$ cat src/rtl/core/tprd_pkg.sv
package tprd_pkg;

  localparam int unsigned PacketBytes = 18;
  localparam int unsigned FingerSlots = 5;
  localparam int unsigned SlotBase    = 2;
  localparam int unsigned SlotEnd     = SlotBase + 3 * FingerSlots;

  localparam logic [7:0] HdrNormal = 8'h5D;

  typedef enum logic [1:0] {
    KindFinger  = 2'd0,
    KindNoPress = 2'd1,
    KindUnknown = 2'd2
  } result_kind_e;

  typedef struct packed {
    logic [7:0] rx_byte;
    logic       packet_start;
  } in_word_t;

  typedef struct packed {
    result_kind_e result_kind;
    logic [2:0]   finger_slot;
    logic [11:0]  x_pos;
    logic [11:0]  y_pos;
    logic         last_finger;
    logic [7:0]   packet_type;
  } out_word_t;

endpackage

$ cat src/rtl/core/tprd_in_reg.sv
module tprd_in_reg (
  input  logic              clk_i,
  input  logic              rst_ni,
  input  logic              in_valid_i,
  output logic              in_ready_o,
  input  tprd_pkg::in_word_t in_word_i,
  output logic              valid_o,
  input  logic              ready_i,
  output tprd_pkg::in_word_t word_o
);

  logic               valid_q, valid_d;
  tprd_pkg::in_word_t word_q;

  assign in_ready_o = !valid_q || ready_i;
  assign valid_d    = (in_valid_i && in_ready_o) || (valid_q && !ready_i);

  always_ff @(posedge clk_i or negedge rst_ni) begin
    if (!rst_ni) begin
      valid_q <= 1'b0;
    end else begin
      valid_q <= valid_d;
    end
  end

  always_ff @(posedge clk_i) begin
    if (in_valid_i && in_ready_o) begin
      word_q <= in_word_i;
    end
  end

  assign valid_o = valid_q;
  assign word_o  = word_q;

endmodule

$ cat src/rtl/core/tprd_decode.sv
module tprd_decode (
  input  logic               clk_i,
  input  logic               rst_ni,
  input  logic               fire_i,
  input  tprd_pkg::in_word_t word_i,
  output logic               res_valid_o,
  output tprd_pkg::out_word_t res_o
);

  localparam logic [4:0] PacketLast = 5'(tprd_pkg::PacketBytes - 1);
  localparam logic [4:0] SlotLo     = 5'(tprd_pkg::SlotBase);
  localparam logic [4:0] SlotHi     = 5'(tprd_pkg::SlotEnd);

  logic [4:0] pos_q, pos_d, pos;
  logic [2:0] count_q, count_d;
  logic [4:0] mask_q, mask_d;
  logic [2:0] reported_q, reported_d;
  logic       skip_q, skip_d, skip;
  logic [2:0] slot_q, slot_d;
  logic [1:0] part_q, part_d;
  logic [7:0] sb0_q, sb1_q;
  logic       in_slots, mask_hit;
  logic [7:0] b;

  assign b        = word_i.rx_byte;
  assign pos      = word_i.packet_start ? 5'd0 : pos_q;
  assign skip     = word_i.packet_start ? 1'b0 : skip_q;
  assign in_slots = (pos >= SlotLo) && (pos < SlotHi);
  assign mask_hit = mask_q[0] & (slot_q == 3'd0) | mask_q[1] & (slot_q == 3'd1)
                  | mask_q[2] & (slot_q == 3'd2) | mask_q[3] & (slot_q == 3'd3)
                  | mask_q[4] & (slot_q == 3'd4);

  always_comb begin
    count_d     = count_q;
    mask_d      = mask_q;
    reported_d  = reported_q;
    skip_d      = skip;
    res_valid_o = 1'b0;
    res_o       = '0;
    res_o.result_kind = tprd_pkg::KindFinger;
    res_o.packet_type = tprd_pkg::HdrNormal;
    if (pos == 5'd0) begin
      if (b != tprd_pkg::HdrNormal) begin
        skip_d            = 1'b1;
        res_valid_o       = 1'b1;
        res_o.result_kind = tprd_pkg::KindUnknown;
        res_o.packet_type = b;
      end else begin
        skip_d = 1'b0;
      end
    end else if (!skip) begin
      if (pos == 5'd1) begin
        count_d    = b[2:0];
        mask_d     = b[7:3];
        reported_d = 3'd0;
        if (b[2:0] == 3'd0) begin
          res_valid_o       = 1'b1;
          res_o.result_kind = tprd_pkg::KindNoPress;
        end
      end else if (in_slots && part_q == 2'd2 && count_q != 3'd0 && mask_hit) begin
        res_valid_o       = 1'b1;
        res_o.finger_slot = slot_q;
        res_o.x_pos       = {sb0_q[7:4], sb1_q};
        res_o.y_pos       = {sb0_q[3:0], b};
        res_o.last_finger = (reported_q == count_q - 3'd1);
        reported_d        = reported_q + 3'd1;
      end
    end
  end

  // slot and byte-in-slot counters follow the position
  always_comb begin
    if (pos < SlotLo) begin
      slot_d = 3'd0;
      part_d = 2'd0;
    end else if (part_q == 2'd2) begin
      slot_d = slot_q + 3'd1;
      part_d = 2'd0;
    end else begin
      slot_d = slot_q;
      part_d = part_q + 2'd1;
    end
    pos_d = (pos >= PacketLast) ? 5'd0 : pos + 5'd1;
  end

  always_ff @(posedge clk_i or negedge rst_ni) begin
    if (!rst_ni) begin
      pos_q      <= 5'd0;
      count_q    <= 3'd0;
      mask_q     <= 5'd0;
      reported_q <= 3'd0;
      skip_q     <= 1'b0;
      slot_q     <= 3'd0;
      part_q     <= 2'd0;
    end else if (fire_i) begin
      pos_q      <= pos_d;
      count_q    <= count_d;
      mask_q     <= mask_d;
      reported_q <= reported_d;
      skip_q     <= skip_d;
      slot_q     <= slot_d;
      part_q     <= part_d;
    end
  end

  always_ff @(posedge clk_i) begin
    if (fire_i && !skip && in_slots && part_q == 2'd0) begin
      sb0_q <= b;
    end
    if (fire_i && !skip && in_slots && part_q == 2'd1) begin
      sb1_q <= b;
    end
  end

  a_pos_range: assert property (@(posedge clk_i) disable iff (!rst_ni)
    pos_q <= PacketLast)
    else $error("byte position past packet end");

  a_unknown_skips: assert property (@(posedge clk_i) disable iff (!rst_ni)
    fire_i && res_valid_o && res_o.result_kind == tprd_pkg::KindUnknown |=> skip_q)
    else $error("unknown header did not set skip");

  a_finger_count: assert property (@(posedge clk_i) disable iff (!rst_ni)
    fire_i && res_valid_o && res_o.result_kind == tprd_pkg::KindFinger
      |-> count_q != 3'd0 && !skip)
    else $error("finger word without a finger count");

  a_good_header: assert property (@(posedge clk_i) disable iff (!rst_ni)
    fire_i && pos == 5'd0 && b == tprd_pkg::HdrNormal |=> !skip_q && pos_q == 5'd1)
    else $error("normal header not taken");

endmodule

$ cat src/rtl/core/tprd_out_reg.sv
module tprd_out_reg (
  input  logic                clk_i,
  input  logic                rst_ni,
  input  logic                valid_i,
  output logic                ready_o,
  input  tprd_pkg::out_word_t word_i,
  output logic                out_valid_o,
  input  logic                out_ready_i,
  output tprd_pkg::out_word_t out_word_o
);

  logic                valid_q, valid_d;
  tprd_pkg::out_word_t word_q;

  assign ready_o = !valid_q || out_ready_i;
  assign valid_d = (valid_i && ready_o) || (valid_q && !out_ready_i);

  always_ff @(posedge clk_i or negedge rst_ni) begin
    if (!rst_ni) begin
      valid_q <= 1'b0;
    end else begin
      valid_q <= valid_d;
    end
  end

  always_ff @(posedge clk_i) begin
    if (valid_i && ready_o) begin
      word_q <= word_i;
    end
  end

  assign out_valid_o = valid_q;
  assign out_word_o  = word_q;

endmodule

$ cat src/rtl/core/touch_report_packet_decoder.sv
// throughput: 1 input word per cycle while out_ready_i does not hold back
// the result register, set by the single decode stage between the input
// register and the result register; a result word passes both registers
// words that give no result are dropped in the decode stage
// reset clears all valid flags, the byte position and the packet state
module touch_report_packet_decoder (
  input  logic                clk_i,
  input  logic                rst_ni,
  input  logic                in_valid_i,
  output logic                in_ready_o,
  input  tprd_pkg::in_word_t  in_word_i,
  output logic                out_valid_o,
  input  logic                out_ready_i,
  output tprd_pkg::out_word_t out_word_o
);

  logic                dec_valid, dec_ready, fire, res_valid;
  tprd_pkg::in_word_t  dec_word;
  tprd_pkg::out_word_t res_word;

  tprd_in_reg u_in_reg (
    .clk_i      (clk_i),
    .rst_ni     (rst_ni),
    .in_valid_i (in_valid_i),
    .in_ready_o (in_ready_o),
    .in_word_i  (in_word_i),
    .valid_o    (dec_valid),
    .ready_i    (dec_ready),
    .word_o     (dec_word)
  );

  assign fire = dec_valid && dec_ready;

  tprd_decode u_decode (
    .clk_i       (clk_i),
    .rst_ni      (rst_ni),
    .fire_i      (fire),
    .word_i      (dec_word),
    .res_valid_o (res_valid),
    .res_o       (res_word)
  );

  tprd_out_reg u_out_reg (
    .clk_i       (clk_i),
    .rst_ni      (rst_ni),
    .valid_i     (fire && res_valid),
    .ready_o     (dec_ready),
    .word_i      (res_word),
    .out_valid_o (out_valid_o),
    .out_ready_i (out_ready_i),
    .out_word_o  (out_word_o)
  );

endmodule
$ cat config.mk
export PLATFORM = sky130hd
export DESIGN_NAME = touch_report_packet_decoder
export DESIGN_NICKNAME = d
export VERILOG_FILES = /design/src/rtl/core/tprd_pkg.sv /design/src/rtl/core/tprd_in_reg.sv /design/src/rtl/core/tprd_decode.sv /design/src/rtl/core/tprd_out_reg.sv /design/src/rtl/core/touch_report_packet_decoder.sv
export SDC_FILE = /design/constraint.sdc
export NUM_CORES = 1
export LEC_CHECK = 0
export BUFFER_PORTS_ARGS = -buffer_cell sky130_fd_sc_hd__buf_4
export CORE_UTILIZATION = 30
export DETAILED_ROUTE_END_ITERATION = 16
export GPL_TIMING_DRIVEN = 0
export MAX_ROUTING_LAYER = met4
export PLACE_DENSITY = 0.44
export SYNTH_ARGS = -nofsm -noshare
export SYNTH_HDL_FRONTEND = slang
export SYNTH_SLANG_ARGS = --single-unit
$ cat constraint.sdc
create_clock -name clk_i -period 4.9 [get_ports clk_i]
set_input_delay 0.245 -clock clk_i [delete_from_list [all_inputs] [get_ports clk_i]]
set_output_delay 0.245 -clock clk_i [all_outputs]
set_load 0.05 [all_outputs]
Yosys cells after proc, flatten, opt, wreduce, memory -nomap -nowiden --
Index checks and enable logic that the tools add are counted.
Cells by class: $add $sub $neg 5, magnitude comparators 4, equality and inequality tests 9, multiplexer cells 23, bitwise logic cells 12, reduce and logical (&&, ||, !) cells 35
Operators by type and width (number):
- 28-bit two-way mux | 2
- 30-bit two-way mux | 1
- 1-bit logical AND | 14
- 3-bit two-way mux | 4
- 1-bit two-way mux | 10
- 5-bit two-way mux | 2
- 2-bit two-way mux | 4
- 8-bit by 7-bit != test with 1-bit output, second input constant | 1
- 4-bit AND reduction | 2
- 3-bit by 1-bit adder with 3-bit output, second input constant | 2
- 3-bit by 2-bit equality test with 1-bit output, second input constant | 2
- 3-bit zero test | 2
- 5-bit by 1-bit adder with 5-bit output, second input constant | 1
- 1-bit bitwise AND | 5
- 5-bit by 1-bit equality test with 1-bit output, second input constant | 1
- 5-bit by 2-bit greater-or-equal comparator with 1-bit output, second input constant | 1
- 5-bit greater-or-equal comparator, second input constant | 1
- 1-bit zero test | 5
- 5-bit zero test | 1
- 5-bit by 2-bit < comparator with 1-bit output, second input constant | 1
- 5-bit < comparator, second input constant | 1
- 1-bit logical OR | 4
- 1-bit OR | 4
- 2-bit AND reduction | 2
- 12 further kinds | 15
Storage, ports and cells: flip-flop bits (word level) 87, output and inout port bits 40, word-level logic and storage cells 107

Longest topological paths before layout --
Gate-level depths: netlist of run 1.
depth after elaboration 14, mapped depth 9

Hierarchy --
A second synthesis of run 1 with hierarchy kept.
Unflattened totals: cells, all modules 254, area total of the unflattened synthesis 3668.5 um2
By module, submodules not included:
- tprd_decode | times used 1, cells each 197, area each 2137.0 um2, seq. area each 1031.0 um2
- tprd_out_reg | times used 1, cells each 42, area each 1194.9 um2, seq. area each 1166.1 um2
- tprd_in_reg | times used 1, cells each 13, area each 324.1 um2, seq. area each 295.3 um2
- touch_report_packet_decoder | times used 1, cells each 2, area each 12.5 um2, seq. area each 0.0 um2

Worst setup path after synthesis of run 1 --
OpenSTA, ideal clock, no wires.
kind reg-to-reg, from register u_decode.pos_q[3], to register u_out_reg.word_q (netlist bit u_out_reg.out_word_o[0]) (enable), arrival 2.667 ns, setup slack 1.835 ns, stages on the path, launching flop included 7, clock period less this slack 3.065 ns, path through dfrtp_1 -> or4_4 -> nand3_2 -> o2111ai_4 -> nor3_4 -> buf_6 -> o21a_1
On the way: word-level cells in the longest chain between the ends 12
RTL lines:
- start: declaration | line tprd_decode.sv:14 | logic [4:0] pos_q, pos_d, pos;
- start signal: assignment | line tprd_decode.sv:96 | pos_q <= pos_d;
- 5-bit two-way mux * | line tprd_decode.sv:26 | assign pos = word_i.packet_start ? 5'd0 : pos_q;
- 5-bit by 2-bit greater-or-equal comparator with 1-bit output or 5-bit < comparator (tied branches) | line tprd_decode.sv:28 | assign in_slots = (pos >= SlotLo) && (pos < SlotHi);
- 1-bit logical AND | line tprd_decode.sv:28
- 1-bit logical AND (3 in a row) | line tprd_decode.sv:60 | end else if (in_slots && part_q == 2'd2 && count_q != 3'd0 && mask_hit) begin
- 1-bit two-way mux | line tprd_decode.sv:60
- 1-bit two-way mux | line tprd_decode.sv:52 | if (pos == 5'd1) begin
- 1-bit two-way mux | line tprd_decode.sv:51 | end else if (!skip) begin
- 1-bit two-way mux * | line tprd_decode.sv:42 | if (pos == 5'd0) begin
- 1-bit logical AND * | line touch_report_packet_decoder.sv:46 | .valid_i (fire && res_valid),
- 1-bit logical AND * | line tprd_out_reg.sv:27 | if (valid_i && ready_o) begin
- end signal: assignment | line tprd_out_reg.sv:28 | word_q <= word_i;
- end: declaration | line tprd_out_reg.sv:13 | tprd_pkg::out_word_t word_q;
Every way passes the cells marked *; elsewhere a longest branch is shown, timed or not. A chain may end at the register's enable or synchronous reset.

Worst setup path after layout of run 1 --
from register u_in_reg.word_q (netlist bit u_in_reg.word_o[0]), to register u_out_reg.word_q (netlist bit u_out_reg.out_word_o[21]) (enable)
On the way: word-level cells in the longest chain between the ends 12
RTL lines:
- start: declaration | line tprd_in_reg.sv:13 | tprd_pkg::in_word_t word_q;
- start signal: assignment | line tprd_in_reg.sv:28 | word_q <= in_word_i;
- 5-bit two-way mux | line tprd_decode.sv:26
- 5-bit by 2-bit greater-or-equal comparator with 1-bit output or 5-bit < comparator (tied branches) | line tprd_decode.sv:28
- 1-bit logical AND | line tprd_decode.sv:28
- 1-bit logical AND (3 in a row) | line tprd_decode.sv:60
- 1-bit two-way mux | line tprd_decode.sv:60
- 1-bit two-way mux | line tprd_decode.sv:52
- 1-bit two-way mux | line tprd_decode.sv:51
- 1-bit two-way mux * | line tprd_decode.sv:42
- 1-bit logical AND * | line touch_report_packet_decoder.sv:46
- 1-bit logical AND * | line tprd_out_reg.sv:27
Marks and branches as above.

==> results of run 1 <==
==> layer usage <==
layer / vias to the layer above / track usage / wire (um)
met5: - / - / 0
met4: 0 / 0.0400 / 54
met3: 5 / 0.0275 / 327
met2: 50 / 0.200 / 3570
met1: 1043 / 0.174 / 3490
li1: 1040 / - / -
==> power by group <==
group / internal, W / switching, W
Sequential: 0.000978 / 0.0000819
Clock: 0.000351 / 0.000296
Combinational: 0.000247 / 0.000519
Total: 0.00158 / 0.000897
==> worst register-to-register path, stage by stage, from the launching register on <==
cell and delay [ns]:
edfxtp_1 0.39, clkbuf_1 0.35, inv_1 0.18, nand2_1 0.15, ha_1 0.25, o2111ai_4 0.22, nor3_4 0.52, buf_6 0.23
o21a_2 0.30, buf_12 0.24
==> cell type report <==
type | instances | area share
flip-flops and latches | 87 | 0.550
multi-input cells | 143 | 0.233
repair buffers | 54 | 0.0927
clock buffers | 9 | 0.0497
well taps | 143 | 0.0395
inverters | 17 | 0.0141
clock inverters | 7 | 0.0121
plain buffers | 6 | 0.00938
==> final timing paths <==
path / from / to / slack, ns / cells after the start
setup / recovery: u_in_reg.word_o[0] / u_out_reg.out_word_o[21] / 1.73 / 9
hold / removal: in_word_i[5] / u_in_reg.word_o[5] / 0.09 / 1
setup reg to reg: u_in_reg.word_o[0] / u_out_reg.out_word_o[21] / 1.73 / 9
hold reg to reg: u_decode.count_q[2] / u_decode.count_q[2] / 0.52 / 1
max in group asynchronous: rst_ni / u_decode.count_q[2] / 4.28 / 2
min in group asynchronous: rst_ni / u_decode.pos_q[2] / 0.35 / 2
==> sequential cells by signal, indices dropped and copies added, names as in the netlist <==
register / cells
u_decode.part_q: 2
u_decode.slot_q: 3
u_decode.pos_q: 5
u_out_reg.out_word_o: 38
u_decode.sb1_q: 8
u_decode.reported_q: 3
u_decode.skip_q: 1
u_in_reg.word_o: 9
u_decode.sb0_q: 8
u_in_reg.valid_o: 1
u_out_reg.out_valid_o: 1
u_decode.mask_q: 5
u_decode.count_q: 3
==> through the flow <==
| step | instances | hold WS [ns] | total power, W | setup WS, ns |
|---|---|---|---|---|
| floorplan | 253 | -0.0506 | 0.00161 | 1.84 |
| global placement | 448 | 0.186 | 0.00184 | 0.709 |
| detailed placement | 449 | 0.182 | 0.00185 | 1.67 |
| CTS | 466 | 0.0774 | 0.00251 | 1.63 |
| global route | 466 | 0.0745 | 0.00260 | 1.44 |
| finish | 466 | 0.0891 | 0.00247 | 1.73 |
==> cell families after synthesis <==
kind of cell | Yosys count | synth area share
flip-flops | 87 | 0.682
AND/OR/NAND/NOR | 84 | 0.139
AO/OA/AOI/OAI | 32 | 0.0634
buffers and inverters | 23 | 0.0291
multiplexers | 12 | 0.0387
adder cells (fa/ha/maj) | 11 | 0.0377
XOR/XNOR | 4 | 0.00959
==> placed cells by master, fill, tap and decap left out, drive strengths merged, types with 2 or more instances in the layout <==
master / n
dfrtp: 24
or2: 4
nor3: 6
buf: 57
nor2: 5
mux2: 11
or3: 4
nor4: 4
nand2b: 9
clkbuf: 11
o31a: 2
o21a: 2
clkinv: 2
edfxtp: 63
xnor2: 2
xor2: 2
a22o: 2
nand2: 11
inv: 21
nand4: 2
o21ai: 12
nand3: 4
o22ai: 2
a21o: 2
ha: 11
and2: 29
a21oi: 4
nor2b: 3
==> timing repair <==
item	CTS	global route
resized for setup	0	0
hold buffers	1	0
endpoints found under the hold margin	24	0
==> impl_metrics.csv, run 1 <==
group,metric,value,unit
timing,hold_viol_final,0,
cells_and_area,stdcell_area,4530,um2
clock_network,tritoncts,"yes",
run_status,status,"finished with violations",
timing,drv_slew,0,
route,vias_per_cell,4.59,
yosys,syn_inst,253,
grt,grt_pass1_wl,11900,um
timing,skew,0.00936,ns
cells_and_area,fillers,1116,
die,core,11700,um2
die,die_width,112,um
route,drtPass1Iterations,10,
critical_path,critPathKind,"flop to flop",
pwr,p_leak,1.78,nW
grt,grt_max_degree,34,
placed_design,dp_hpwl,5110,um
grt,first_global_vias,2156,
yosys,synth_area,3650,um2
grt,grt_overflow_total,0,
clock_network,clockBufferDepth,2,
route,vias,2138,
die,die_area,12600,um2
timing,period_needed,3.17,ns
yosys,async_reset_ff_frac,0.276,
yosys,post-synth-top-count-cell,"edfxtp_1",
route,drt_iter0_drc,70,
yosys,yosysTopAreaCell,"edfxtp_1",
critical_path,critPathMaxFanout,33,
clock_network,clock-sinks,87,
worst_hold_path,hold_class,"primary input to flop",
critical_path,critical_path_required,4.92,ns
critical_path,arrival,3.19,ns
timing,slew_headroom,0.375,
yosys,yosysUniqueCellTypes,47,
cells_and_area,seq_area,2490,um2
yosys,netlist.area_leader.share,0.518,
critical_path,critPathSlowestCell,"nor3_4",
yosys,synth-seq-cells,87,
yosys,ys_top_cells_by_count,"63 x edfxtp_1, 29 x and2_1, 24 x dfrtp_1",
yosys,synth-edff-count,63,
pwr,irDropWorstVdd,312,uV
timing,fin_crit_sh,0.646,
timing,setup_violations,0,
clock_network,clk_latency,0.33,ns
die,ioPinCount,53,
route,drc_errors,4,
clock_network,clockRootBuffer,"clkbuf_16",
yosys,ys_seq_area_frac,0.682,
critical_path,cp_slowest_stage_delay,0.52,ns
timing,rsz0062_at_grt,"no",
yosys,avgSynthCellArea,14.4,um2
die,die_h,112,um
die,initial_core_util,0.313,
placed_design,placed_area,4240,um2
run,cap_violations,0,
placed_design,io_buffer_count,52,
cells_and_area,syn_to_final_growth,24.1,%
timing,tns,0,ns
timing,timing.fmax,316,MHz
yosys,yosys_warnings,0,
critical_path,cp-end-kind,"flop",
critical_path,crit_chain,"clkbuf_1, inv_1, nand2_1, ha_1, o2111ai_4, nor3_4, buf_6, o21a_2, buf_12",
timing,tightest_slew,0.934,ns
clock_network,clk_pin_slew_worst_paths,0.07,ns
route,postRouteAntennaNets,0,
clock_network,cts_buffers,9,
clock_network,cts_setup_buffers,0,
yosys,synth-main-ff-cell,"edfxtp_1",
route,wire_per_inst,16.0,um
placed_design,gp_congestion,0.746,
critical_path,critPathBufInv,4,
run_status,failed_checks,"design-rule violations",
cells_and_area,final_nets,342,
grt,grtUsageTotal,0.130,
critical_path,crit_family,"buffers and inverters",
cells_and_area,multiInputGateArea,1050,um2
yosys,synth_nets,277,
die,rows,39,
grt,antenna_found_initial,0,
route,routed_wl,7450,um
cells_and_area,drive_above_1_share,0.288,
clock_network,h-tree-depth,3,
pwr,powerDensity,546,nW/um2
cells_and_area,num_antenna_cells,0,
cells_and_area,fin_util,0.389,
yosys,synth.area.top_cells,"edfxtp_1 52%, dfrtp_1 16%, and2_1 5.0%",
critical_path,cp-start-kind,"flop",
No activity file was read; power rests on OpenSTA's default activity.
==> inputs of run 2 (changes only) <==
PLACE_DENSITY = 0.46   (was 0.44)
clock period = 2.79 ns   (was 4.9 ns; I/O delays follow)
==> impl_metrics.csv, run 2 (synthesis results as in run 1) <==
group,metric,value,unit
critical_path,arrival,2.66,ns
critical_path,critPathKind,"flop to flop",
critical_path,reg2regPathDepth,9,
route,drtPass1Iterations,10,
clock_network,tritoncts,"yes",
cells_and_area,seq_area,2490,um2
clock_network,clk_pin_slew_worst_paths,0.06,ns
clock_network,clockRootBuffer,"clkbuf_16",
run,cap_violations,0,
timing,hold_viol_final,0,
grt,grt_max_degree,25,
placed_design,placed_area,4220,um2
timing,fin_crit_sh,0.939,
clock_network,cts_buffers,9,
timing,slew_headroom,0.492,
timing,tns,0,ns
cells_and_area,syn_to_final_growth,29.6,%
critical_path,rr_endpoint,"u_out_reg.out_word_o[12]",
cells_and_area,layout_commonest_cell,"edfxtp_1",
cells_and_area,final_cell_mix,"63 x edfxtp_1, 57 x buf_4, 29 x and2_1, 24 x dfrtp_1, 17 x inv_1",
critical_path,reg2reg_from,"u_in_reg.word_o[0]",
timing,rsz0062_at_grt,"no",
pwr,irDropWorstVdd,476,uV
die,die_width,112,um
cells_and_area,fillers,1107,
route,drt_iter0_drc,133,
die,die_h,112,um
critical_path,cp-start-kind,"flop",
critical_path,cp_slowest_stage_delay,0.51,ns
pwr,powerDensity,949,nW/um2
worst_hold_path,min_to,"u_in_reg.valid_o",
placed_design,gp_congestion,0.758,
grt,grt_overflow_total,0,
placed_design,dp_hpwl,4940,um
route,postRouteAntennaNets,0,
route,wire_per_inst,15.9,um
cells_and_area,final_nets,358,
cells_and_area,stdcell_area,4730,um2
critical_path,critPathMaxFanout,19,
critical_path,critical_path_required,2.83,ns
timing,tightest_slew,0.759,ns
critical_path,cp-end-kind,"flop",
cells_and_area,num_antenna_cells,0,
critical_path,critPathSlowestCell,"edfxtp_1",
critical_path,reg2reg_slack,0.17,ns
grt,grtUsageTotal,0.136,
die,die_area,12600,um2
timing,period_needed,2.62,ns
route,vias_per_cell,4.64,
clock_network,clock-sinks,87,
run_status,failed_checks,"design-rule violations",
route,routed_wl,7650,um
timing,holdWs,0.128,ns
cells_and_area,drive_above_1_share,0.289,
critical_path,cpMostUsedCell,"inv_1",
grt,antenna_found_initial,0,
die,core,11700,um2
timing,timing.fmax,382,MHz
die,initial_core_util,0.313,
worst_hold_path,hp-start,"out_ready_i",
die,ioPinCount,53,
route,drc_errors,5,
clock_network,clockBufferDepth,2,
timing,drv_slew,0,
run_status,status,"finished with violations",
cells_and_area,largest_reg_flops,38,
pwr,p_leak,1.86,nW
worst_hold_path,hold_depth,4,
grt,grt_pass1_wl,12100,um
placed_design,io_buffer_count,52,
die,rows,39,
clock_network,h-tree-depth,3,
critical_path,crit_chain,"inv_1, nand2_1, inv_1, ha_1, o21ai_1, nor3_1, or2_1, o21a_4, buf_12",
timing,setup_violations,0,
clock_network,clk_latency,0.34,ns
cells_and_area,multiInputGateArea,1080,um2
grt,first_global_vias,2269,
route,vias,2238,
worst_hold_path,hold_class,"primary input to flop",
critical_path,crit_start,"u_in_reg.word_o[0]",
pwr,power,0.00449,W
cells_and_area,fin_util,0.406,
timing,skew,0.00476,ns
run 2: cell types whose count changed in the layout (fill, tap and decap cells not counted), moves of 2 or more:
cell           previous run  this run
buf_12                    1         3
dlygate4sd3_1             1        11
clkinv_2                  2         0
buf_4                    53        57
o21a_4                    0         2
inv_6                     3         1
run 2: cell type report:
| cell class | instances | share of cell area |
|---|---|---|
| well taps | 143 | 0.0378 |
| clock buffers | 11 | 0.0492 |
| flip-flops and latches | 87 | 0.527 |
| multi-input cells | 144 | 0.228 |
| clock inverters | 5 | 0.0122 |
| repair buffers | 70 | 0.125 |
| plain buffers | 5 | 0.00819 |
| inverters | 17 | 0.0135 |
run 2: worst max path at each step:
stage	cells after the start	endpoint
floorplan	6	u_out_reg.out_word_o[0]
global placement	9	u_out_reg.out_word_o[21]
detailed placement	9	u_out_reg.out_word_o[23]
CTS	6	u_decode.sb0_q[7]
global route	9	u_out_reg.out_word_o[16]
finish	9	u_out_reg.out_word_o[12]
run 2: stage by stage:
step / worst slack, ns / cells
4_1_cts: 0.109 / 479
5_1_grt: 0.00877 / 482
3_3_place_gp: -0.739 / 448
2_1_floorplan: 0.0999 / 253
3_5_place_dp: -0.730 / 448
6_report: 0.171 / 482
run 2: power breakdown:
part	internal, W	switching [W]	leakage (nW)
sequential	0.00172	0.000142	0.907
clock	0.000695	0.000490	0.134
combinational	0.000502	0.000946	0.815
total	0.00291	0.00158	1.86
run 2: worst max-delay path: cells and delay by family (launching register included):
kind / cells / cell delay, ns
AO/OA/AOI/OAI: 2 / 0.36
buffers and inverters: 3 / 0.47
flip-flops: 1 / 0.51
AND/OR/NAND/NOR: 3 / 0.77
adder cells (fa/ha/maj): 1 / 0.20
run 2: layer usage:
metal,track usage,share of wire,routed length (um),up-vias
li1,-,-,-,1074
met1,0.166,0.46,3540,1112
met2,0.215,0.48,3690,43
met3,0.0367,0.040,307,9
met4,0.0507,0.015,114,0
met5,-,0,0,-
run 2: repair_timing:
| action | in CTS | in global routing |
|---|---|---|
| endpoints found under the hold margin | 34 | 0 |
| hold buffers | 11 | 0 |
| pin swaps | 3 | 0 |
| endpoints found under the setup margin | 54 | 54 |
| resized for setup | 3 | 1 |
| buffers inserted | 4 | 3 |
| gates cloned | 1 | 0 |
==> inputs of run 3 (changes only) <==
PLACE_DENSITY = 0.54   (was 0.46)
SLEW_MARGIN = 40   (was unset)
==> impl_metrics.csv, run 3 (synthesis results as in run 1) <==
group,metric,value,unit
run_status,status,"finished with violations",
clock_network,clk_pin_slew_worst_paths,0.06,ns
die,rows,39,
clock_network,clockBufferDepth,2,
critical_path,critPathKind,"flop to flop",
grt,grt_pass1_wl,11500,um
timing,period_needed,2.61,ns
die,die_area,12600,um2
critical_path,critPathBufInv,2,
route,wire_per_inst,15.1,um
die,core,11700,um2
route,drc_errors,4,
pwr,powerDensity,977,nW/um2
cells_and_area,num_antenna_cells,0,
critical_path,crit_family,"simple AND/OR/NAND/NOR gates",
die,die_h,112,um
placed_design,placed_area,4230,um2
worst_hold_path,hp-start,"out_ready_i",
timing,holdWs,0.136,ns
clock_network,tritoncts,"yes",
clock_network,h-tree-depth,3,
timing,timing.fmax,383,MHz
critical_path,reg2reg_slack,0.18,ns
cells_and_area,fillers,1063,
timing,slew_headroom,0.684,
critical_path,critPathMaxFanout,19,
grt,met3_usage,0.0313,
critical_path,critical_path_required,2.80,ns
timing,hold_viol_final,0,
grt,grt_max_degree,25,
clock_network,clock-sinks,87,
clock_network,clk_latency,0.34,ns
critical_path,cpMostUsedCell,"inv_1",
route,vias_per_cell,4.68,
timing,setup_violations,0,
pwr,irDropWorstVdd,431,uV
critical_path,reg2regPathDepth,8,
placed_design,gp_congestion,0.769,
timing,skew,0.00763,ns
grt,use_met1,0.147,
worst_hold_path,min_to,"u_in_reg.valid_o",
worst_hold_path,hold_class,"primary input to flop",
cells_and_area,final_cell_mix,"63 x edfxtp_1, 54 x buf_4, 29 x and2_1, 24 x dfrtp_1, 17 x inv_1",
die,die_width,112,um
cells_and_area,layout_commonest_cell,"edfxtp_1",
grt,antenna_found_initial,0,
grt,top_usage_layer,"met2",
cells_and_area,syn_to_final_growth,29.0,%
cells_and_area,drive_above_1_share,0.289,
timing,rsz0062_at_grt,"no",
grt,first_global_vias,2230,
route,routed_wl,7180,um
run,cap_violations,0,
cells_and_area,largest_reg_flops,38,
run_status,failed_checks,"design-rule violations",
route,drt_iter0_drc,104,
clock_network,cts_buffers,9,
grt,grt_overflow_total,0,
die,ioPinCount,53,
pwr,p_leak,1.85,nW
critical_path,rr_endpoint,"u_out_reg.out_word_o[23]",
worst_hold_path,hold_depth,4,
die,initial_core_util,0.313,
critical_path,cp_slowest_stage_delay,0.57,ns
timing,drv_slew,0,
critical_path,crit_chain,"inv_1, nand2_1, inv_1, ha_1, o21ai_1, nor3_2, or2_1, o21a_4",
pwr,power,0.00460,W
route,postRouteAntennaNets,0,
cells_and_area,stdcell_area,4710,um2
route,vias,2222,
critical_path,cp-end-kind,"flop",
clock_network,clockRootBuffer,"clkbuf_16",
placed_design,io_buffer_count,52,
critical_path,reg2reg_from,"u_in_reg.word_o[0]",
critical_path,cp-start-kind,"flop",
critical_path,critPathSlowestCell,"edfxtp_1",
placed_design,placed_cells,448,
timing,fin_crit_sh,0.935,
cells_and_area,instances_no_fill,475,
grt,grtUsageTotal,0.125,
timing,tightest_slew,0.473,ns
route,drtPass1Iterations,10,
timing,tns,0,ns
placed_design,dp_hpwl,4680,um
grt,met2_usage,0.205,
critical_path,arrival,2.62,ns
cells_and_area,final_nets,352,
==> run 3: cell count changes in the layout (fill, tap and decap cells not counted) <==
cell,delta
buf_4,-3
clkinv_1,-1
nor2_1,-1
nor2_2,+1
inv_8,+1
clkbuf_1,-2
nor3_2,+1
clkinvlp_4,-1
nor3_1,-1
bufinv_16,+2
buf_12,-3
==> run 3: worst register-to-register path, delay by kind of cell, from the launching register on <==
kind,cells,cell delay [ns]
and+or+nand+nor,3,0.66
DFF,1,0.57
AOI/OAI and AO/OA,2,0.52
buffers and inverters,2,0.33
adders and majority gates,1,0.20
==> run 3: area by class of cell <==
cell class	instances	area (um2)	area share
Sequential cell	87	2490	0.529
Buffer	5	38.8	0.00823
Clock buffer	9	225	0.0478
Clock inverter	6	118	0.0250
Inverter	17	63.8	0.0135
Timing Repair Buffer	64	508	0.108
Tap cell	143	179	0.0380
Multi-Input combinational cell	144	1090	0.231
==> run 3: report_power, final <==
group | switching, W | total, W | internal [W]
clock network | 0.000503 | 0.00138 | 0.000879
registers | 0.000146 | 0.00186 | 0.00172
logic | 0.000918 | 0.00136 | 0.000438
==> run 3: worst max-delay path by stage <==
stage	endpoint	depth (start not counted)	startpoint	slack, ns
5_1_grt	u_out_reg.out_word_o[23]	8	u_in_reg.word_o[0]	0.002
4_1_cts	u_decode.sb1_q[0]	7	u_in_reg.word_o[0]	0.01
3_5_place_dp	u_out_reg.out_word_o[32]	9	u_in_reg.word_o[0]	-0.34
2_1_floorplan	u_out_reg.out_word_o[0]	6	u_decode.pos_q[3]	0.1
6_report	u_out_reg.out_word_o[23]	8	u_in_reg.word_o[0]	0.18
3_3_place_gp	u_out_reg.out_word_o[28]	8	u_in_reg.word_o[0]	-0.63
==> run 3: repair_timing <==
action                                  4_1_cts  5_1_grt
pin swaps                                     3        1
setup buffers                                 1        0
gates cloned                                  1        0
hold endpoints to repair                     34        0
resized for setup                             2        2
endpoints found under the setup margin       38       46
hold buffers                                 11        0
==> run 3: per-stage QoR <==
| step | setup WS [ns] | util |
|---|---|---|
| global route | 0.00178 | 0.404 |
| CTS | 0.0117 | 0.403 |
| finish | 0.182 | 0.404 |
| detailed placement | -0.338 | 0.363 |
| floorplan | 0.0999 | - |
| global placement | -0.629 | 0.362 |
==> run 3: per-layer routing <==
| metal | vias to the layer above | share of wire |
|---|---|---|
| li1 | 1059 | - |
| met3 | 10 | 0.038 |
| met1 | 1096 | 0.45 |
| met2 | 57 | 0.49 |
| met5 | - | 0 |
| met4 | 0 | 0.014 |
